### src/hdl/sliding_window_variance_detector_macros.svh
// Assertion helpers for the detector's datapath.
`ifndef SLIDING_WINDOW_VARIANCE_DETECTOR_MACROS_SVH
`define SLIDING_WINDOW_VARIANCE_DETECTOR_MACROS_SVH

// Same-cycle implication, disabled while reset is asserted.
`define SWVD_ASSERT_NOW(label, clk, rst_n, ante, cons, msg) \
	label: assert property (@(posedge clk) disable iff (!rst_n) (ante) |-> (cons)) \
		else $error(msg);

// Next-cycle implication, disabled while reset is asserted.
`define SWVD_ASSERT_NEXT(label, clk, rst_n, ante, cons, msg) \
	label: assert property (@(posedge clk) disable iff (!rst_n) (ante) |=> (cons)) \
		else $error(msg);

`endif

### src/hdl/swvd_pkg.sv
package swvd_pkg;

	localparam int WINDOW_LENGTH_DEF = 32;

	localparam int TIME_W     = 32;
	localparam int SAMPLE_W   = 16;
	localparam int STEP_W     = 16;
	localparam int VAR_W      = 32;
	localparam int CFG_IDX_W  = 8;
	localparam int CFG_DATA_W = 32;

	localparam logic [STEP_W-1:0] STEP_RESET   = STEP_W'(50);
	localparam logic [VAR_W-1:0]  THRESH_RESET = VAR_W'(655);

	typedef enum logic [CFG_IDX_W-1:0] {
		REG_SLIDING_STEP       = CFG_IDX_W'(0),
		REG_VARIANCE_THRESHOLD = CFG_IDX_W'(1)
	} cfg_reg_t;

	typedef enum logic [2:0] {
		ST_IDLE,
		ST_SUM_RD,
		ST_SUM_WAIT,
		ST_SQR_RD,
		ST_SQR_WAIT,
		ST_DIV,
		ST_OUT
	} state_t;

	// Commands from the controller to the datapath.
	typedef struct packed {
		logic accept;      // take the sample request this cycle
		logic acc_clr;     // clear sum, square accumulator and read counter
		logic rd_en;       // issue one ring read
		logic pass_sqr;    // reads feed the square pass, else the sum pass
		logic div_load;    // clear the divider's product and step counter
		logic div_en;      // run one divider step
		logic load_result; // move the quotient into the result register
	} ctl_t;

	// Status from the datapath to the controller.
	typedef struct packed {
		logic eval_go;   // incoming sample triggers an evaluation
		logic rd_last;   // current read is the last entry of the ring
		logic pipe_busy; // read pipeline still holds data
		logic div_last;  // current divider step is the final one
		logic res_busy;  // result register is full and not being taken
	} sts_t;

endpackage

### src/hdl/swvd_sample_if.sv
interface swvd_sample_if;
	logic                          valid;
	logic                          ready;
	logic [swvd_pkg::TIME_W-1:0]   sample_time;
	logic [swvd_pkg::SAMPLE_W-1:0] accel_magnitude;

	modport source (output valid, output sample_time, output accel_magnitude, input ready);
	modport sink   (input valid, input sample_time, input accel_magnitude, output ready);
endinterface

### src/hdl/swvd_result_if.sv
interface swvd_result_if;
	logic                        valid;
	logic                        ready;
	logic [swvd_pkg::TIME_W-1:0] window_end_time;
	logic [swvd_pkg::VAR_W-1:0]  window_variance;
	logic                        window_still;

	modport source (output valid, output window_end_time, output window_variance,
		output window_still, input ready);
	modport sink   (input valid, input window_end_time, input window_variance,
		input window_still, output ready);
endinterface

### src/hdl/swvd_cfg_if.sv
interface swvd_cfg_if;
	logic                            valid;
	logic                            ready;
	logic [swvd_pkg::CFG_IDX_W-1:0]  index;
	logic [swvd_pkg::CFG_DATA_W-1:0] data;

	modport source (output valid, output index, output data, input ready);
	modport sink   (input valid, input index, input data, output ready);
endinterface

### src/hdl/sliding_window_variance_detector.sv
// Stillness detector over a sliding window of acceleration magnitudes. Each
// sample request (timestamp in ms, magnitude in unsigned Q8.8) is written into
// a ring of WINDOW_LENGTH entries when it is accepted. Once more than
// WINDOW_LENGTH samples have arrived and the timestamp has moved on by more
// than sliding_step_ms since the last evaluation (difference taken modulo
// 2^32), the block evaluates the window: it walks the ring once to form the
// sum S, walks it again to accumulate (N*x - S)^2, and divides by N^3 by
// multiplying with a precomputed reciprocal, one 32x32 limb product per cycle
// over four steps. The result request carries the newest timestamp, the
// variance in Q16.16 (truncated) and a still flag set when the variance is
// below variance_threshold. An evaluating sample keeps the block busy through
// both ring passes and the four-step multiply; the passes run one after the
// other, set by the single read port of the ring memory. A sample that does
// not evaluate is taken without leaving the idle state. A finished result
// waits in an output register, so new samples are taken while it is pending;
// beyond an evaluation, the block only holds off when a second result is ready
// before the first was taken. The ring is not cleared after reset; warm-up
// guarantees every entry is written before it is read. Configuration writes
// are always taken and should be made while the block is idle.
module sliding_window_variance_detector #(
	parameter int WINDOW_LENGTH = swvd_pkg::WINDOW_LENGTH_DEF
) (
	input  logic          clk,
	input  logic          arst_n,
	swvd_sample_if.sink   sample,
	swvd_result_if.source result,
	swvd_cfg_if.sink      cfg
);

	swvd_pkg::ctl_t ctl;
	swvd_pkg::sts_t sts;
	logic           cfg_we;

	// register writes go straight into the config registers, so never stall the config channel
	assign cfg.ready = 1'b1;
	assign cfg_we    = cfg.valid && cfg.ready;

	// sequence the two ring passes, the divide and the result hand-off
	swvd_ctrl u_ctrl (
		.clk      (clk),
		.arst_n   (arst_n),
		.in_valid (sample.valid),
		.in_ready (sample.ready),
		.sts      (sts),
		.ctl      (ctl)
	);

	// ring, accumulators, divider and result register
	swvd_datapath #(
		.WINDOW_LENGTH (WINDOW_LENGTH)
	) u_datapath (
		.clk             (clk),
		.arst_n          (arst_n),
		.ctl             (ctl),
		.sts             (sts),
		.sample_time     (sample.sample_time),
		.accel_magnitude (sample.accel_magnitude),
		.cfg_we          (cfg_we),
		.cfg_index       (cfg.index),
		.cfg_data        (cfg.data),
		.res_valid       (result.valid),
		.res_ready       (result.ready),
		.res_time        (result.window_end_time),
		.res_variance    (result.window_variance),
		.res_still       (result.window_still)
	);

endmodule

### src/hdl/swvd_ram.sv
module swvd_ram #(
	parameter int WIDTH = 16,
	parameter int DEPTH = 32
) (
	input  logic                     clk,
	input  logic                     we,
	input  logic [$clog2(DEPTH)-1:0] waddr,
	input  logic [WIDTH-1:0]         wdata,
	input  logic                     re,
	input  logic [$clog2(DEPTH)-1:0] raddr,
	output logic [WIDTH-1:0]         rdata
);

	logic [WIDTH-1:0] mem [DEPTH];

	always_ff @(posedge clk) begin
		if (we) begin
			mem[waddr] <= wdata;
		end
		if (re) begin
			rdata <= mem[raddr];
		end
	end

endmodule

### src/hdl/swvd_ctrl.sv
module swvd_ctrl (
	input  logic           clk,
	input  logic           arst_n,
	input  logic           in_valid,
	output logic           in_ready,
	input  swvd_pkg::sts_t sts,
	output swvd_pkg::ctl_t ctl
);

	swvd_pkg::state_t state_q, state_d;

	always_ff @(posedge clk or negedge arst_n) begin
		if (!arst_n) begin
			state_q <= swvd_pkg::ST_IDLE;
		end else begin
			state_q <= state_d;
		end
	end

	always_comb begin
		state_d  = state_q;
		ctl      = '0;
		in_ready = 1'b0;
		case (state_q)
			swvd_pkg::ST_IDLE: begin
				in_ready   = 1'b1;
				ctl.accept = in_valid;
				if (in_valid && sts.eval_go) begin
					ctl.acc_clr = 1'b1;
					state_d     = swvd_pkg::ST_SUM_RD;
				end
			end
			swvd_pkg::ST_SUM_RD: begin
				ctl.rd_en = 1'b1;
				if (sts.rd_last) begin
					state_d = swvd_pkg::ST_SUM_WAIT;
				end
			end
			swvd_pkg::ST_SUM_WAIT: begin
				if (!sts.pipe_busy) begin
					state_d = swvd_pkg::ST_SQR_RD;
				end
			end
			swvd_pkg::ST_SQR_RD: begin
				ctl.rd_en    = 1'b1;
				ctl.pass_sqr = 1'b1;
				if (sts.rd_last) begin
					state_d = swvd_pkg::ST_SQR_WAIT;
				end
			end
			swvd_pkg::ST_SQR_WAIT: begin
				if (!sts.pipe_busy) begin
					ctl.div_load = 1'b1;
					state_d      = swvd_pkg::ST_DIV;
				end
			end
			swvd_pkg::ST_DIV: begin
				ctl.div_en = 1'b1;
				if (sts.div_last) begin
					state_d = swvd_pkg::ST_OUT;
				end
			end
			swvd_pkg::ST_OUT: begin
				// hold until the result slot frees up
				if (!sts.res_busy) begin
					ctl.load_result = 1'b1;
					state_d         = swvd_pkg::ST_IDLE;
				end
			end
			default: begin
				state_d = swvd_pkg::ST_IDLE;
			end
		endcase
	end

endmodule

### src/hdl/swvd_datapath.sv
`include "sliding_window_variance_detector_macros.svh"

module swvd_datapath #(
	parameter int WINDOW_LENGTH = swvd_pkg::WINDOW_LENGTH_DEF
) (
	input  logic                              clk,
	input  logic                              arst_n,
	input  swvd_pkg::ctl_t                    ctl,
	output swvd_pkg::sts_t                    sts,
	input  logic [swvd_pkg::TIME_W-1:0]       sample_time,
	input  logic [swvd_pkg::SAMPLE_W-1:0]     accel_magnitude,
	input  logic                              cfg_we,
	input  logic [swvd_pkg::CFG_IDX_W-1:0]    cfg_index,
	input  logic [swvd_pkg::CFG_DATA_W-1:0]   cfg_data,
	output logic                              res_valid,
	input  logic                              res_ready,
	output logic [swvd_pkg::TIME_W-1:0]       res_time,
	output logic [swvd_pkg::VAR_W-1:0]        res_variance,
	output logic                              res_still
);

	localparam int AW     = $clog2(WINDOW_LENGTH);           // ring address
	localparam int NW     = $clog2(WINDOW_LENGTH + 1);       // holds N
	localparam int SEEN_W = $clog2(WINDOW_LENGTH + 2);       // holds N+1
	localparam int SW     = swvd_pkg::SAMPLE_W + NW;         // sum and N*x
	localparam int QW     = 2 * SW + NW;                     // square accumulator
	localparam int DW     = 3 * NW;                          // N^3
	localparam logic [DW-1:0] DIVISOR =
		DW'(WINDOW_LENGTH * WINDOW_LENGTH * WINDOW_LENGTH);
	localparam logic [SW-1:0] N_MUL = SW'(WINDOW_LENGTH);

	// configuration
	logic [swvd_pkg::STEP_W-1:0] step_q;
	logic [swvd_pkg::VAR_W-1:0]  thresh_q;

	always_ff @(posedge clk or negedge arst_n) begin
		if (!arst_n) begin
			step_q   <= swvd_pkg::STEP_RESET;
			thresh_q <= swvd_pkg::THRESH_RESET;
		end else if (cfg_we) begin
			case (cfg_index)
				swvd_pkg::REG_SLIDING_STEP:       step_q   <= cfg_data[swvd_pkg::STEP_W-1:0];
				swvd_pkg::REG_VARIANCE_THRESHOLD: thresh_q <= cfg_data[swvd_pkg::VAR_W-1:0];
				default: ;
			endcase
		end
	end

	// ring bookkeeping
	logic [AW-1:0]              wp_q;
	logic [SEEN_W-1:0]          seen_q;
	logic [swvd_pkg::TIME_W-1:0] last_eval_q;
	logic [swvd_pkg::TIME_W-1:0] end_time_q;
	logic [swvd_pkg::TIME_W-1:0] dt;

	assign dt          = sample_time - last_eval_q;
	assign sts.eval_go = (seen_q >= SEEN_W'(WINDOW_LENGTH)) &&
		(dt > swvd_pkg::TIME_W'(step_q));

	always_ff @(posedge clk or negedge arst_n) begin
		if (!arst_n) begin
			wp_q        <= '0;
			seen_q      <= '0;
			last_eval_q <= '0;
		end else if (ctl.accept) begin
			wp_q <= (wp_q == AW'(WINDOW_LENGTH - 1)) ? '0 : wp_q + AW'(1);
			if (seen_q < SEEN_W'(WINDOW_LENGTH + 1)) begin
				seen_q <= seen_q + SEEN_W'(1);
			end
			if (sts.eval_go) begin
				last_eval_q <= sample_time;
			end
		end
	end

	always_ff @(posedge clk) begin
		if (ctl.accept && sts.eval_go) begin
			end_time_q <= sample_time;
		end
	end

	// ring memory and read pipeline
	logic [AW-1:0]                 rd_cnt_q;
	logic [swvd_pkg::SAMPLE_W-1:0] ram_rdata;
	logic                          v_s1, sqr_s1, v_s2, v_s3;
	logic [SW-1:0]                 sum_q;
	logic [SW-1:0]                 nx;
	logic [SW-1:0]                 d_s2;
	logic [2*SW-1:0]               sq_s3;
	logic [QW-1:0]                 acc_q;
	logic                          pipe_busy;

	swvd_ram #(
		.WIDTH (swvd_pkg::SAMPLE_W),
		.DEPTH (WINDOW_LENGTH)
	) u_ring (
		.clk   (clk),
		.we    (ctl.accept),
		.waddr (wp_q),
		.wdata (accel_magnitude),
		.re    (ctl.rd_en),
		.raddr (rd_cnt_q),
		.rdata (ram_rdata)
	);

	assign sts.rd_last   = (rd_cnt_q == AW'(WINDOW_LENGTH - 1));
	assign pipe_busy     = v_s1 | v_s2 | v_s3;
	assign sts.pipe_busy = pipe_busy;
	assign nx            = N_MUL * SW'(ram_rdata);

	always_ff @(posedge clk or negedge arst_n) begin
		if (!arst_n) begin
			rd_cnt_q <= '0;
			v_s1     <= 1'b0;
			sqr_s1   <= 1'b0;
			v_s2     <= 1'b0;
			v_s3     <= 1'b0;
		end else begin
			if (ctl.acc_clr) begin
				rd_cnt_q <= '0;
			end else if (ctl.rd_en) begin
				rd_cnt_q <= sts.rd_last ? '0 : rd_cnt_q + AW'(1);
			end
			v_s1   <= ctl.rd_en;
			sqr_s1 <= ctl.pass_sqr;
			v_s2   <= v_s1 && sqr_s1;
			v_s3   <= v_s2;
		end
	end

	always_ff @(posedge clk) begin
		if (ctl.acc_clr) begin
			sum_q <= '0;
		end else if (v_s1 && !sqr_s1) begin
			sum_q <= sum_q + SW'(ram_rdata);
		end
		if (v_s1 && sqr_s1) begin
			d_s2 <= (nx >= sum_q) ? nx - sum_q : sum_q - nx;
		end
		if (v_s2) begin
			sq_s3 <= d_s2 * d_s2;
		end
		if (ctl.acc_clr) begin
			acc_q <= '0;
		end else if (v_s3) begin
			acc_q <= acc_q + QW'(sq_s3);
		end
	end

	// divide by N^3 as a multiply by a rounded-up reciprocal; the accumulator and
	// the reciprocal are split into 32-bit limbs and one limb product is added
	// per step, so four steps give the full product and the quotient is its top
	localparam int MW    = 64;                          // two limbs
	localparam int PW    = 2 * MW;                      // full product
	localparam int LOG_D = $clog2(WINDOW_LENGTH * WINDOW_LENGTH * WINDOW_LENGTH);
	localparam int SHIFT = QW + LOG_D;                  // exact for any QW-bit dividend
	localparam logic [PW-1:0] D_WIDE     = PW'(DIVISOR);
	localparam logic [PW-1:0] RECIP_WIDE = ((PW'(1) << SHIFT) + D_WIDE - PW'(1)) / D_WIDE;
	localparam logic [MW-1:0] RECIP      = RECIP_WIDE[MW-1:0];

	logic [MW-1:0]       acc_wide;
	logic [1:0]          mul_cnt_q;
	logic [31:0]         a_limb;
	logic [31:0]         m_limb;
	logic [MW-1:0]       pp;
	logic [1:0]          pp_pos;
	logic [PW-1:0]       pp_wide;
	logic [PW-1:0]       prod_q;
	logic [PW-SHIFT-1:0] quo;

	assign acc_wide     = MW'(acc_q);
	assign a_limb       = mul_cnt_q[1] ? acc_wide[MW-1:32] : acc_wide[31:0];
	assign m_limb       = mul_cnt_q[0] ? RECIP[MW-1:32] : RECIP[31:0];
	assign pp           = {32'b0, a_limb} * {32'b0, m_limb};
	assign pp_pos       = {1'b0, mul_cnt_q[1]} + {1'b0, mul_cnt_q[0]};
	assign sts.div_last = (mul_cnt_q == 2'd3);

	always_comb begin
		case (pp_pos)
			2'd0:    pp_wide = {64'b0, pp};
			2'd1:    pp_wide = {32'b0, pp, 32'b0};
			default: pp_wide = {pp, 64'b0};
		endcase
	end

	always_ff @(posedge clk) begin
		if (ctl.div_load) begin
			prod_q    <= '0;
			mul_cnt_q <= '0;
		end else if (ctl.div_en) begin
			prod_q    <= prod_q + pp_wide;
			mul_cnt_q <= mul_cnt_q + 2'd1;
		end
	end

	// result register
	logic [swvd_pkg::VAR_W-1:0] variance;
	logic                       res_valid_q;

	assign quo          = prod_q[PW-1:SHIFT];
	assign variance     = (|quo[PW-SHIFT-1:swvd_pkg::VAR_W]) ? '1 : quo[swvd_pkg::VAR_W-1:0];
	assign sts.res_busy = res_valid_q && !res_ready;
	assign res_valid    = res_valid_q;

	always_ff @(posedge clk or negedge arst_n) begin
		if (!arst_n) begin
			res_valid_q <= 1'b0;
		end else if (ctl.load_result) begin
			res_valid_q <= 1'b1;
		end else if (res_ready) begin
			res_valid_q <= 1'b0;
		end
	end

	always_ff @(posedge clk) begin
		if (ctl.load_result) begin
			res_time     <= end_time_q;
			res_variance <= variance;
			res_still    <= (variance < thresh_q);
		end
	end

	`SWVD_ASSERT_NOW(a_div_after_drain, clk, arst_n, ctl.div_load || ctl.div_en, !pipe_busy, "divider ran while the read pipeline held data")
	`SWVD_ASSERT_NOW(a_load_slot_free, clk, arst_n, ctl.load_result, !res_valid_q || res_ready, "result overwritten before it was taken")
	`SWVD_ASSERT_NOW(a_quotient_fits, clk, arst_n, ctl.load_result, quo[PW-SHIFT-1:swvd_pkg::VAR_W] == '0, "variance quotient exceeded 32 bits")
	`SWVD_ASSERT_NOW(a_wp_in_range, clk, arst_n, 1'b1, wp_q <= AW'(WINDOW_LENGTH - 1), "ring write pointer left the window")
	`SWVD_ASSERT_NEXT(a_sum_before_sqr, clk, arst_n, ctl.acc_clr, !v_s2 && !v_s3, "square pass overlapped a new evaluation")

endmodule

### src/flat_wrapper.sv
// flat-port wrapper written by rule: the top's interface ports become plain ports
module sliding_window_variance_detector_flat 
#(
	parameter int WINDOW_LENGTH = swvd_pkg::WINDOW_LENGTH_DEF
)
  (clk, arst_n, sample_valid, sample_sample_time, sample_accel_magnitude, sample_ready, result_valid, result_window_end_time, result_window_variance, result_window_still, result_ready, cfg_valid, cfg_index, cfg_data, cfg_ready);
  swvd_sample_if sample_i ();
  swvd_result_if result_i ();
  swvd_cfg_if cfg_i ();
  input  logic clk;
  input  logic arst_n;
  input wire logic [$bits(sample_i.valid)-1:0] sample_valid;
  input wire logic [$bits(sample_i.sample_time)-1:0] sample_sample_time;
  input wire logic [$bits(sample_i.accel_magnitude)-1:0] sample_accel_magnitude;
  output wire logic [$bits(sample_i.ready)-1:0] sample_ready;
  output wire logic [$bits(result_i.valid)-1:0] result_valid;
  output wire logic [$bits(result_i.window_end_time)-1:0] result_window_end_time;
  output wire logic [$bits(result_i.window_variance)-1:0] result_window_variance;
  output wire logic [$bits(result_i.window_still)-1:0] result_window_still;
  input wire logic [$bits(result_i.ready)-1:0] result_ready;
  input wire logic [$bits(cfg_i.valid)-1:0] cfg_valid;
  input wire logic [$bits(cfg_i.index)-1:0] cfg_index;
  input wire logic [$bits(cfg_i.data)-1:0] cfg_data;
  output wire logic [$bits(cfg_i.ready)-1:0] cfg_ready;
  assign sample_i.valid = sample_valid;
  assign sample_i.sample_time = sample_sample_time;
  assign sample_i.accel_magnitude = sample_accel_magnitude;
  assign sample_ready = sample_i.ready;
  assign result_valid = result_i.valid;
  assign result_window_end_time = result_i.window_end_time;
  assign result_window_variance = result_i.window_variance;
  assign result_window_still = result_i.window_still;
  assign result_i.ready = result_ready;
  assign cfg_i.valid = cfg_valid;
  assign cfg_i.index = cfg_index;
  assign cfg_i.data = cfg_data;
  assign cfg_ready = cfg_i.ready;
  sliding_window_variance_detector #(.WINDOW_LENGTH(WINDOW_LENGTH)) u_core (.clk(clk), .arst_n(arst_n), .sample(sample_i), .result(result_i), .cfg(cfg_i));
endmodule
### config.mk
export PLATFORM = sky130hd
export DESIGN_NAME = sliding_window_variance_detector_flat
export DESIGN_NICKNAME = d
export VERILOG_FILES = /design/src/hdl/swvd_pkg.sv /design/src/hdl/swvd_sample_if.sv /design/src/hdl/swvd_result_if.sv /design/src/hdl/swvd_cfg_if.sv /design/src/hdl/sliding_window_variance_detector.sv /design/src/hdl/swvd_ram.sv /design/src/hdl/swvd_ctrl.sv /design/src/hdl/swvd_datapath.sv /design/src/flat_wrapper.sv
export VERILOG_INCLUDE_DIRS = /design/src /design/src/hdl
export SDC_FILE = /design/constraint.sdc
export NUM_CORES = 2
export LEC_CHECK = 0
export ABC_CLOCK_PERIOD_IN_PS = 8200
export BUFFER_PORTS_ARGS = -buffer_cell sky130_fd_sc_hd__buf_2
export CAP_MARGIN = 20
export CORE_AREA = 5 5 334 336
export DETAILED_ROUTE_END_ITERATION = 8
export DIE_AREA = 0 0 339 341
export PLACE_DENSITY = 0.76
export SLEW_MARGIN = 20
export SYNTH_ARGS = -nofsm -noshare
export SYNTH_HDL_FRONTEND = slang
export SYNTH_SLANG_ARGS = --single-unit
### constraint.sdc
create_clock -name clk -period 8.2 [get_ports clk]
set_input_delay 0.41 -clock clk [delete_from_list [all_inputs] [get_ports clk]]
set_output_delay 0.41 -clock clk [all_outputs]
set_load 0.005 [all_outputs]
## Word level (Yosys, flattened, before mapping)

Memories as Yosys holds them, arrays and structs flattened. A register that Yosys moved wholly into a read port is not among the register bits.
Index checks and enable logic that the tools add are counted.

| word-level totals | value |
|---|---|
| word-level logic and storage cells | 112 |
| memories kept | 1 |
| memory bits (writable) | 512 |
| bits in registers | 469 |

Memories:

| memory | words | width | read ports | clocked after Yosys merged registers in | write ports | line | RTL |
|---|---|---|---|---|---|---|---|
| u_core.u_datapath.u_ring.mem | 32 | 16 | 1 | 1 | 1 | swvd_ram.sv:14 | `logic [WIDTH-1:0] mem [DEPTH];` |

| operators by class | value |
|---|---|
| equality and inequality tests | 18 |
| order comparisons | 5 |
| bitwise gates (word level) | 2 |
| add/sub/neg operators | 11 |
| multiplexer cells | 31 |
| multipliers | 2 |
| reduce and logical (&&, ||, !) cells | 20 |

Operators with widths:

| kind | number |
|---|---|
| one-hot mux 115 bit (2 select lines) | 1 |
| adder 128 bit | 1 |
| two-way mux 32 bit | 2 |
| multiplier 32 x 19 -> 51 bit | 1 |
| adder 50 x 44 -> 50 bit | 1 |
| multiplier 22 x 22 -> 44 bit | 1 |
| greater-than comparator 32 x 16 -> 1 bit | 1 |
| less-than comparator 32 bit | 1 |
| subtractor 32 bit | 1 |
| OR reduction 31 bit | 1 |
| adder 22 x 16 -> 22 bit | 1 |
| >= comparator 21 x 22 -> 1 bit | 1 |
| two-way mux 22 bit | 1 |
| subtractor 21 x 22 -> 22 bit | 1 |
| subtractor 22 x 21 -> 22 bit | 1 |
| two-way mux 3 bit | 7 |
| one-hot mux 3 bit (7 select lines) | 1 |
| two-way mux 5 bit | 4 |
| two-way mux 19 bit | 1 |
| two-way mux 1 bit | 13 |
| adder 5 x 1 -> 5 bit, second input constant | 2 |
| == test 5 bit, second input constant | 2 |
| == test 3 bit, second input constant | 3 |
| == test 8 x 1 -> 1 bit, second input constant | 1 |
| other kinds (22) | 39 |

## Depth between registers and ports, before layout

| logic depth | value |
|---|---|
| word-level depth | 8 |
| gate-level depth with buffers | 29 |

## Modules after synthesis

A second synthesis with hierarchy kept.

| unflattened totals | value |
|---|---|
| cell total of the unflattened synthesis | 5,996 |
| area total of the unflattened synthesis | 64,480.6 um2 |

Modules (own cells, without submodules):

| module | times used | area each (um2) | cells an instance |
|---|---|---|---|
| swvd_datapath | 1 | 43,493.0 | 4,821 |
| swvd_ram | 1 | 20,696.1 | 1,143 |
| swvd_ctrl | 1 | 280.3 | 30 |
| sliding_window_variance_detector | 1 | 11.3 | 2 |

## Worst setup path before layout

No wires, ideal clock.

| timing | value |
|---|---|
| kind | register -> register |
| start point | reg u_core.u_datapath.d_s2[13] |
| end point | reg u_core.u_datapath.sq_s3[42] (data pin) |
| buffers on the path | 2 |
| clock period less this slack | 7.423 ns |
| data required time | 7.929 ns |
| arrival time | 7.152 ns |
| cell stages (with the launch flop) | 28 |
| slack | 0.777 ns |
| path through | edfxtp_1 -> clkbuf_1 -> clkbuf_1 -> nand2_1 -> fa_1 -> inv_1 -> fa_1 -> inv_1 -> fa_1 -> inv_1 -> fa_1 -> fa_1 -> fa_1 -> inv_1 -> fa_1 -> inv_1 -> ha_1 -> a21o_1 -> a21o_1 -> a21oi_1 -> a311o_1 -> o21ai_0 -> o211ai_1 -> a21oi_1 -> o311a_1 -> o41ai_1 -> mux2i_1 -> o2111ai_1 |

| on the way | value |
|---|---|
| word-level cells in the longest chain between the ends | 1 |

Ends and longest elaborated chain:

| what | line | RTL |
|---|---|---|
| from (decl) | swvd_datapath.sv:88 | `logic [SW-1:0] d_s2;` |
| from (signal assigned) | swvd_datapath.sv:138 | `d_s2 <= (nx >= sum_q) ? nx - sum_q : sum_q - nx;` |
| multiplier 22 x 22 -> 44 bit | swvd_datapath.sv:141 | `sq_s3 <= d_s2 * d_s2;` |
| to (signal assigned) | swvd_datapath.sv:141 |  |
| to (decl) | swvd_datapath.sv:89 | `logic [2*SW-1:0] sq_s3;` |

No other way between the ends.
A chain may end at the register's enable or synchronous reset.

## Final worst setup path

| timing | value |
|---|---|
| start point | reg u_core.u_datapath.d_s2[3] |
| end point | reg u_core.u_datapath.sq_s3[42] (data pin) |

Same word-level chain as after synthesis.

==> summary.md <==
| Metric | Value |
|---|---|
| Largest net degree at the start of global routing | `123` |
| Clk_lat worst skew | `between 0.7 and 0.8 ns` |
| Routed vias/inst | `around 6` |
| Post-route minimum period | `slightly below 8 ns` |
| Routability cong. | `0.960` |
| Worst setup path category | `flip-flop to flip-flop` |
| Hold EP | `u_core.u_datapath.wp_q[4]` |
| Final Hold Viols | `0` |
| DRT antenna net count | `0` |
| TritonRoute pass-1 iters | `5` |
| Total I/O pin count | `about 160` |
| Final setup fails | `0` |
| Post-synth net total | `6671` |
| Cell accounting for the most synthesized area | `edfxtp_1` |
| GRT overflow | `0` |
| Reg2reg path depth | `24` |
| Cells after synthesis | `5784` |
| FFs w/ async S/R, synth | `0.106` |
| # port buffers | `159` |
| CTS H-Tree Depth | `3` |
| Netlist cell types | `101` |
| Hold Path Class | `primary input to flip-flop` |
| Global Route Usage Sum | `0.290` |
| Reg2reg start | `u_core.u_datapath.d_s2[3]` |
| R2R Path End | `u_core.u_datapath.sq_s3[42]` |
| Flops & latches, synth | `around 980` |
| Reg clk slew, reported paths | `0.06 ns` |
| Post-Syn Area | `~64000 µm²` |
| Flop2flop setup slack | `between 0.4 and 0.5 ns` |
| Iteration-0 DRC Markers | `4304` |
| Max Root-Sink Buffers | `3` |
| Routed WL | `170000 µm` |
| Mapped Avg Cell Area | `11.1 µm²` |
| DR DRC count | `0` |
| Area fraction of the dominant cell type after synthesis | `0.323` |
| Max Cap Viol | `0` |
| Initial antenna violation count | `6` |
| Achievable Freq | `between 100 and 150 MHz` |
| HP Start | `sample_valid` |
| CP Max Fanout | `10` |
| Worst slew pin tran | `around 1.2 ns` |
| RSZ-0062 raised after global routing | `false` |
| TritonCTS clock tree | `built` |
| Ys Warns | `0` |
| WP data arrival | `8.22 ns` |
| Initial Util | `0.593` |
| Max-slew violations | `0` |
| Die H | `341 µm` |
| TNS Setup | `0 ns` |
| Vias in the first global route | `45.7k` |
| Die W | `approximately 340 µm` |
| Predominant post-synthesis flop cell | `edfxtp_1` |
| Clock Skews | `0.0675 ns` |
| Ranking of synthesized cells by area | `edfxtp_1, fa_1, ha_1` |
| Total CTS buffers | `between 100 and 150` |
| Clock root cell | `clkbuf_16` |
| Vias after detailed routing | `45.7k` |
| Site Rows | `121` |
| WP data required | `roughly 8.6 ns` |
| Area growth, synth to finish | `10.2%` |
| Critical Path End Type | `flip-flop` |
| Slew HR | `0.203` |
| Seq/Total Area, Yosys | `0.421` |
| Total core area | `108000 µm²` |
| CTS sink count | `978` |
| Status | `finished clean` |
| Period utilization | `0.949` |
| First-pass GRT wire length | `263000 µm` |
| Worst hold stages | `4` |
| Dpl hpwl | `119000 µm` |
| Setup crit start kind | `flip-flop` |
| Die ar. | `116000 µm²` |
| Layout cells sized above 1 | `0.122` |
| NumNets Final | `6857` |
| Routed len/inst | `22.7 µm` |
| Post-synth EDFFs | `690` |
==> layout by cell type (no fill, tap or decap), types with 80 or more instances in the layout <==
| cell | Yosys | final |
|---|---|---|
| a21o_1 | 134 | 134 |
| a21oi_1 | 398 | 398 |
| and2_1 | 140 | 138 |
| buf_2 | 15 | 158 |
| buf_4 | 1 | 102 |
| clkbuf_16 | 0 | 101 |
| dfrtp_1 | 95 | 89 |
| dfxtp_1 | 184 | 184 |
| edfxtp_1 | 690 | 690 |
| fa_1 | 351 | 351 |
| ha_1 | 443 | 443 |
| inv_1 | 693 | 693 |
| mux2_2 | 81 | 81 |
| mux4_2 | 160 | 160 |
| nand2_1 | 506 | 505 |
| nand3_1 | 84 | 84 |
| nand4_1 | 80 | 80 |
| nor2_1 | 328 | 325 |
| o21ai_0 | 205 | 205 |
| xnor2_1 | 148 | 148 |
| xor2_1 | 84 | 84 |
==> critical path, stage by stage, from the launching register on <==
cell,delay (ns)
edfxtp_1,0.60
buf_4,0.26
and2_1,0.15
fa_1,0.49
fa_1,0.54
inv_1,0.05
fa_1,0.47
inv_1,0.05
fa_1,0.50
fa_1,0.40
fa_1,0.51
inv_1,0.05
fa_1,0.52
inv_1,0.04
ha_1,0.36
a21oi_1,0.28
o21ai_0,0.16
nand3b_1,0.18
o22a_1,0.26
o211ai_1,0.37
a21oi_1,0.20
o311a_1,0.38
o41ai_4,0.27
mux2i_1,0.24
o2111ai_1,0.14
==> cells in the mapped netlist (67+ instances only) <==
master / count
fa_1: 351
nand2_1: 506
dfrtp_1: 95
inv_1: 693
clkbuf_1: 200
a21oi_1: 398
mux2i_1: 67
mux2_2: 81
o21ai_0: 205
and2_1: 140
nand4_1: 80
xnor2_1: 148
nor2_1: 328
dfxtp_1: 184
ha_1: 443
mux4_2: 160
a21o_1: 134
nand3_1: 84
edfxtp_1: 690
xor2_1: 84
==> final cells by class <==
class                      count  area, µm²
clock buffer                 137       2740
multi-input combinational   3866      33700
timing repair buffer         329       2290
antenna                        5       12.5
tap                         1414       1770
clock inverter                55        653
sequential                   978      27000
inverter                     694       2610
fill                        7987      37500
==> worst max-delay path by stage <==
stage / startpoint / slack, ns / cells past startpoint / to
finish: u_core.u_datapath.d_s2[3] / 0.42 / 24 / u_core.u_datapath.sq_s3[42]
global route: u_core.u_datapath.d_s2[6] / 0.06 / 26 / u_core.u_datapath.sq_s3[42]
CTS: u_core.u_datapath.d_s2[6] / 0.07 / 26 / u_core.u_datapath.sq_s3[42]
detailed placement: u_core.u_datapath.d_s2[6] / 0.1 / 26 / u_core.u_datapath.sq_s3[42]
floorplan: u_core.u_datapath.d_s2[13] / 0.78 / 27 / u_core.u_datapath.sq_s3[42]
global placement: u_core.u_datapath.d_s2[13] / 0.28 / 24 / u_core.u_datapath.sq_s3[42]
==> metal layers <==
metal	routed length, µm	part of all wire	track usage	up-vias
li1	-	-	-	20800
met1	66700	0.39	0.377	22700
met2	84500	0.50	0.499	1866
met3	11800	0.070	0.0456	395
met4	6860	0.040	0.104	0
met5	0	0	0	-
==> sequential cells by signal (all words and copies together), names as in the netlist, 22 cells and up <==
register,cells
u_core.u_datapath.acc_q,50
u_core.u_datapath.d_s2,22
u_core.u_datapath.end_time_q,32
u_core.u_datapath.last_eval_q,32
u_core.u_datapath.prod_q,110
u_core.u_datapath.res_time,32
u_core.u_datapath.res_variance,32
u_core.u_datapath.sq_s3,43
u_core.u_datapath.sum_q,22
u_core.u_datapath.thresh_q,32
u_core.u_datapath.u_ring.mem,512
==> through the flow <==
| stage | instance area, µm² | cells | hold WS, ns | worst slack [ns] | utilization |
|---|---|---|---|---|---|
| floorplan | 64200 | 5784 | 0.114 | 0.777 | - |
| global placement | 66600 | 7202 | 0.401 | 0.282 | 0.615 |
| detailed placement | 66600 | 7202 | 0.405 | 0.0985 | 0.615 |
| CTS | 70600 | 7459 | 0.142 | 0.0732 | 0.652 |
| global route | 70800 | 7474 | 0.190 | 0.0590 | 0.654 |
| finish | 70800 | 7478 | 0.183 | 0.420 | 0.654 |
==> kinds of logic (layout without fill, tap and decap cells) <==
| family | Yosys count | count (layout) | synth area share |
|---|---|---|---|
| XOR/XNOR | 232 | 232 | 0.0316 |
| flip-flops | 978 | 978 | 0.421 |
| multiplexers | 312 | 312 | 0.0817 |
| AND/OR/NAND/NOR | 1430 | 1430 | 0.106 |
| adder cells (fa/ha/maj) | 795 | 795 | 0.196 |
| other | 1 | 6 | 0.0000584 |
| buffers and inverters | 940 | 1215 | 0.0559 |
| AO/OA/AOI/OAI | 1096 | 1096 | 0.108 |
==> timing repair <==
| action | 4_1_cts | 5_1_grt |
|---|---|---|
| endpoints found under the setup margin | 0 | 2 |
| gates resized for setup | 0 | 2 |
| buffers inserted | 0 | 12 |
| endpoints found under the hold margin | 162 | 0 |
| hold buffers | 65 | 0 |
Power is not shown: default switching activity piles up to over one toggle a cycle in this logic, so the estimate is an artifact.
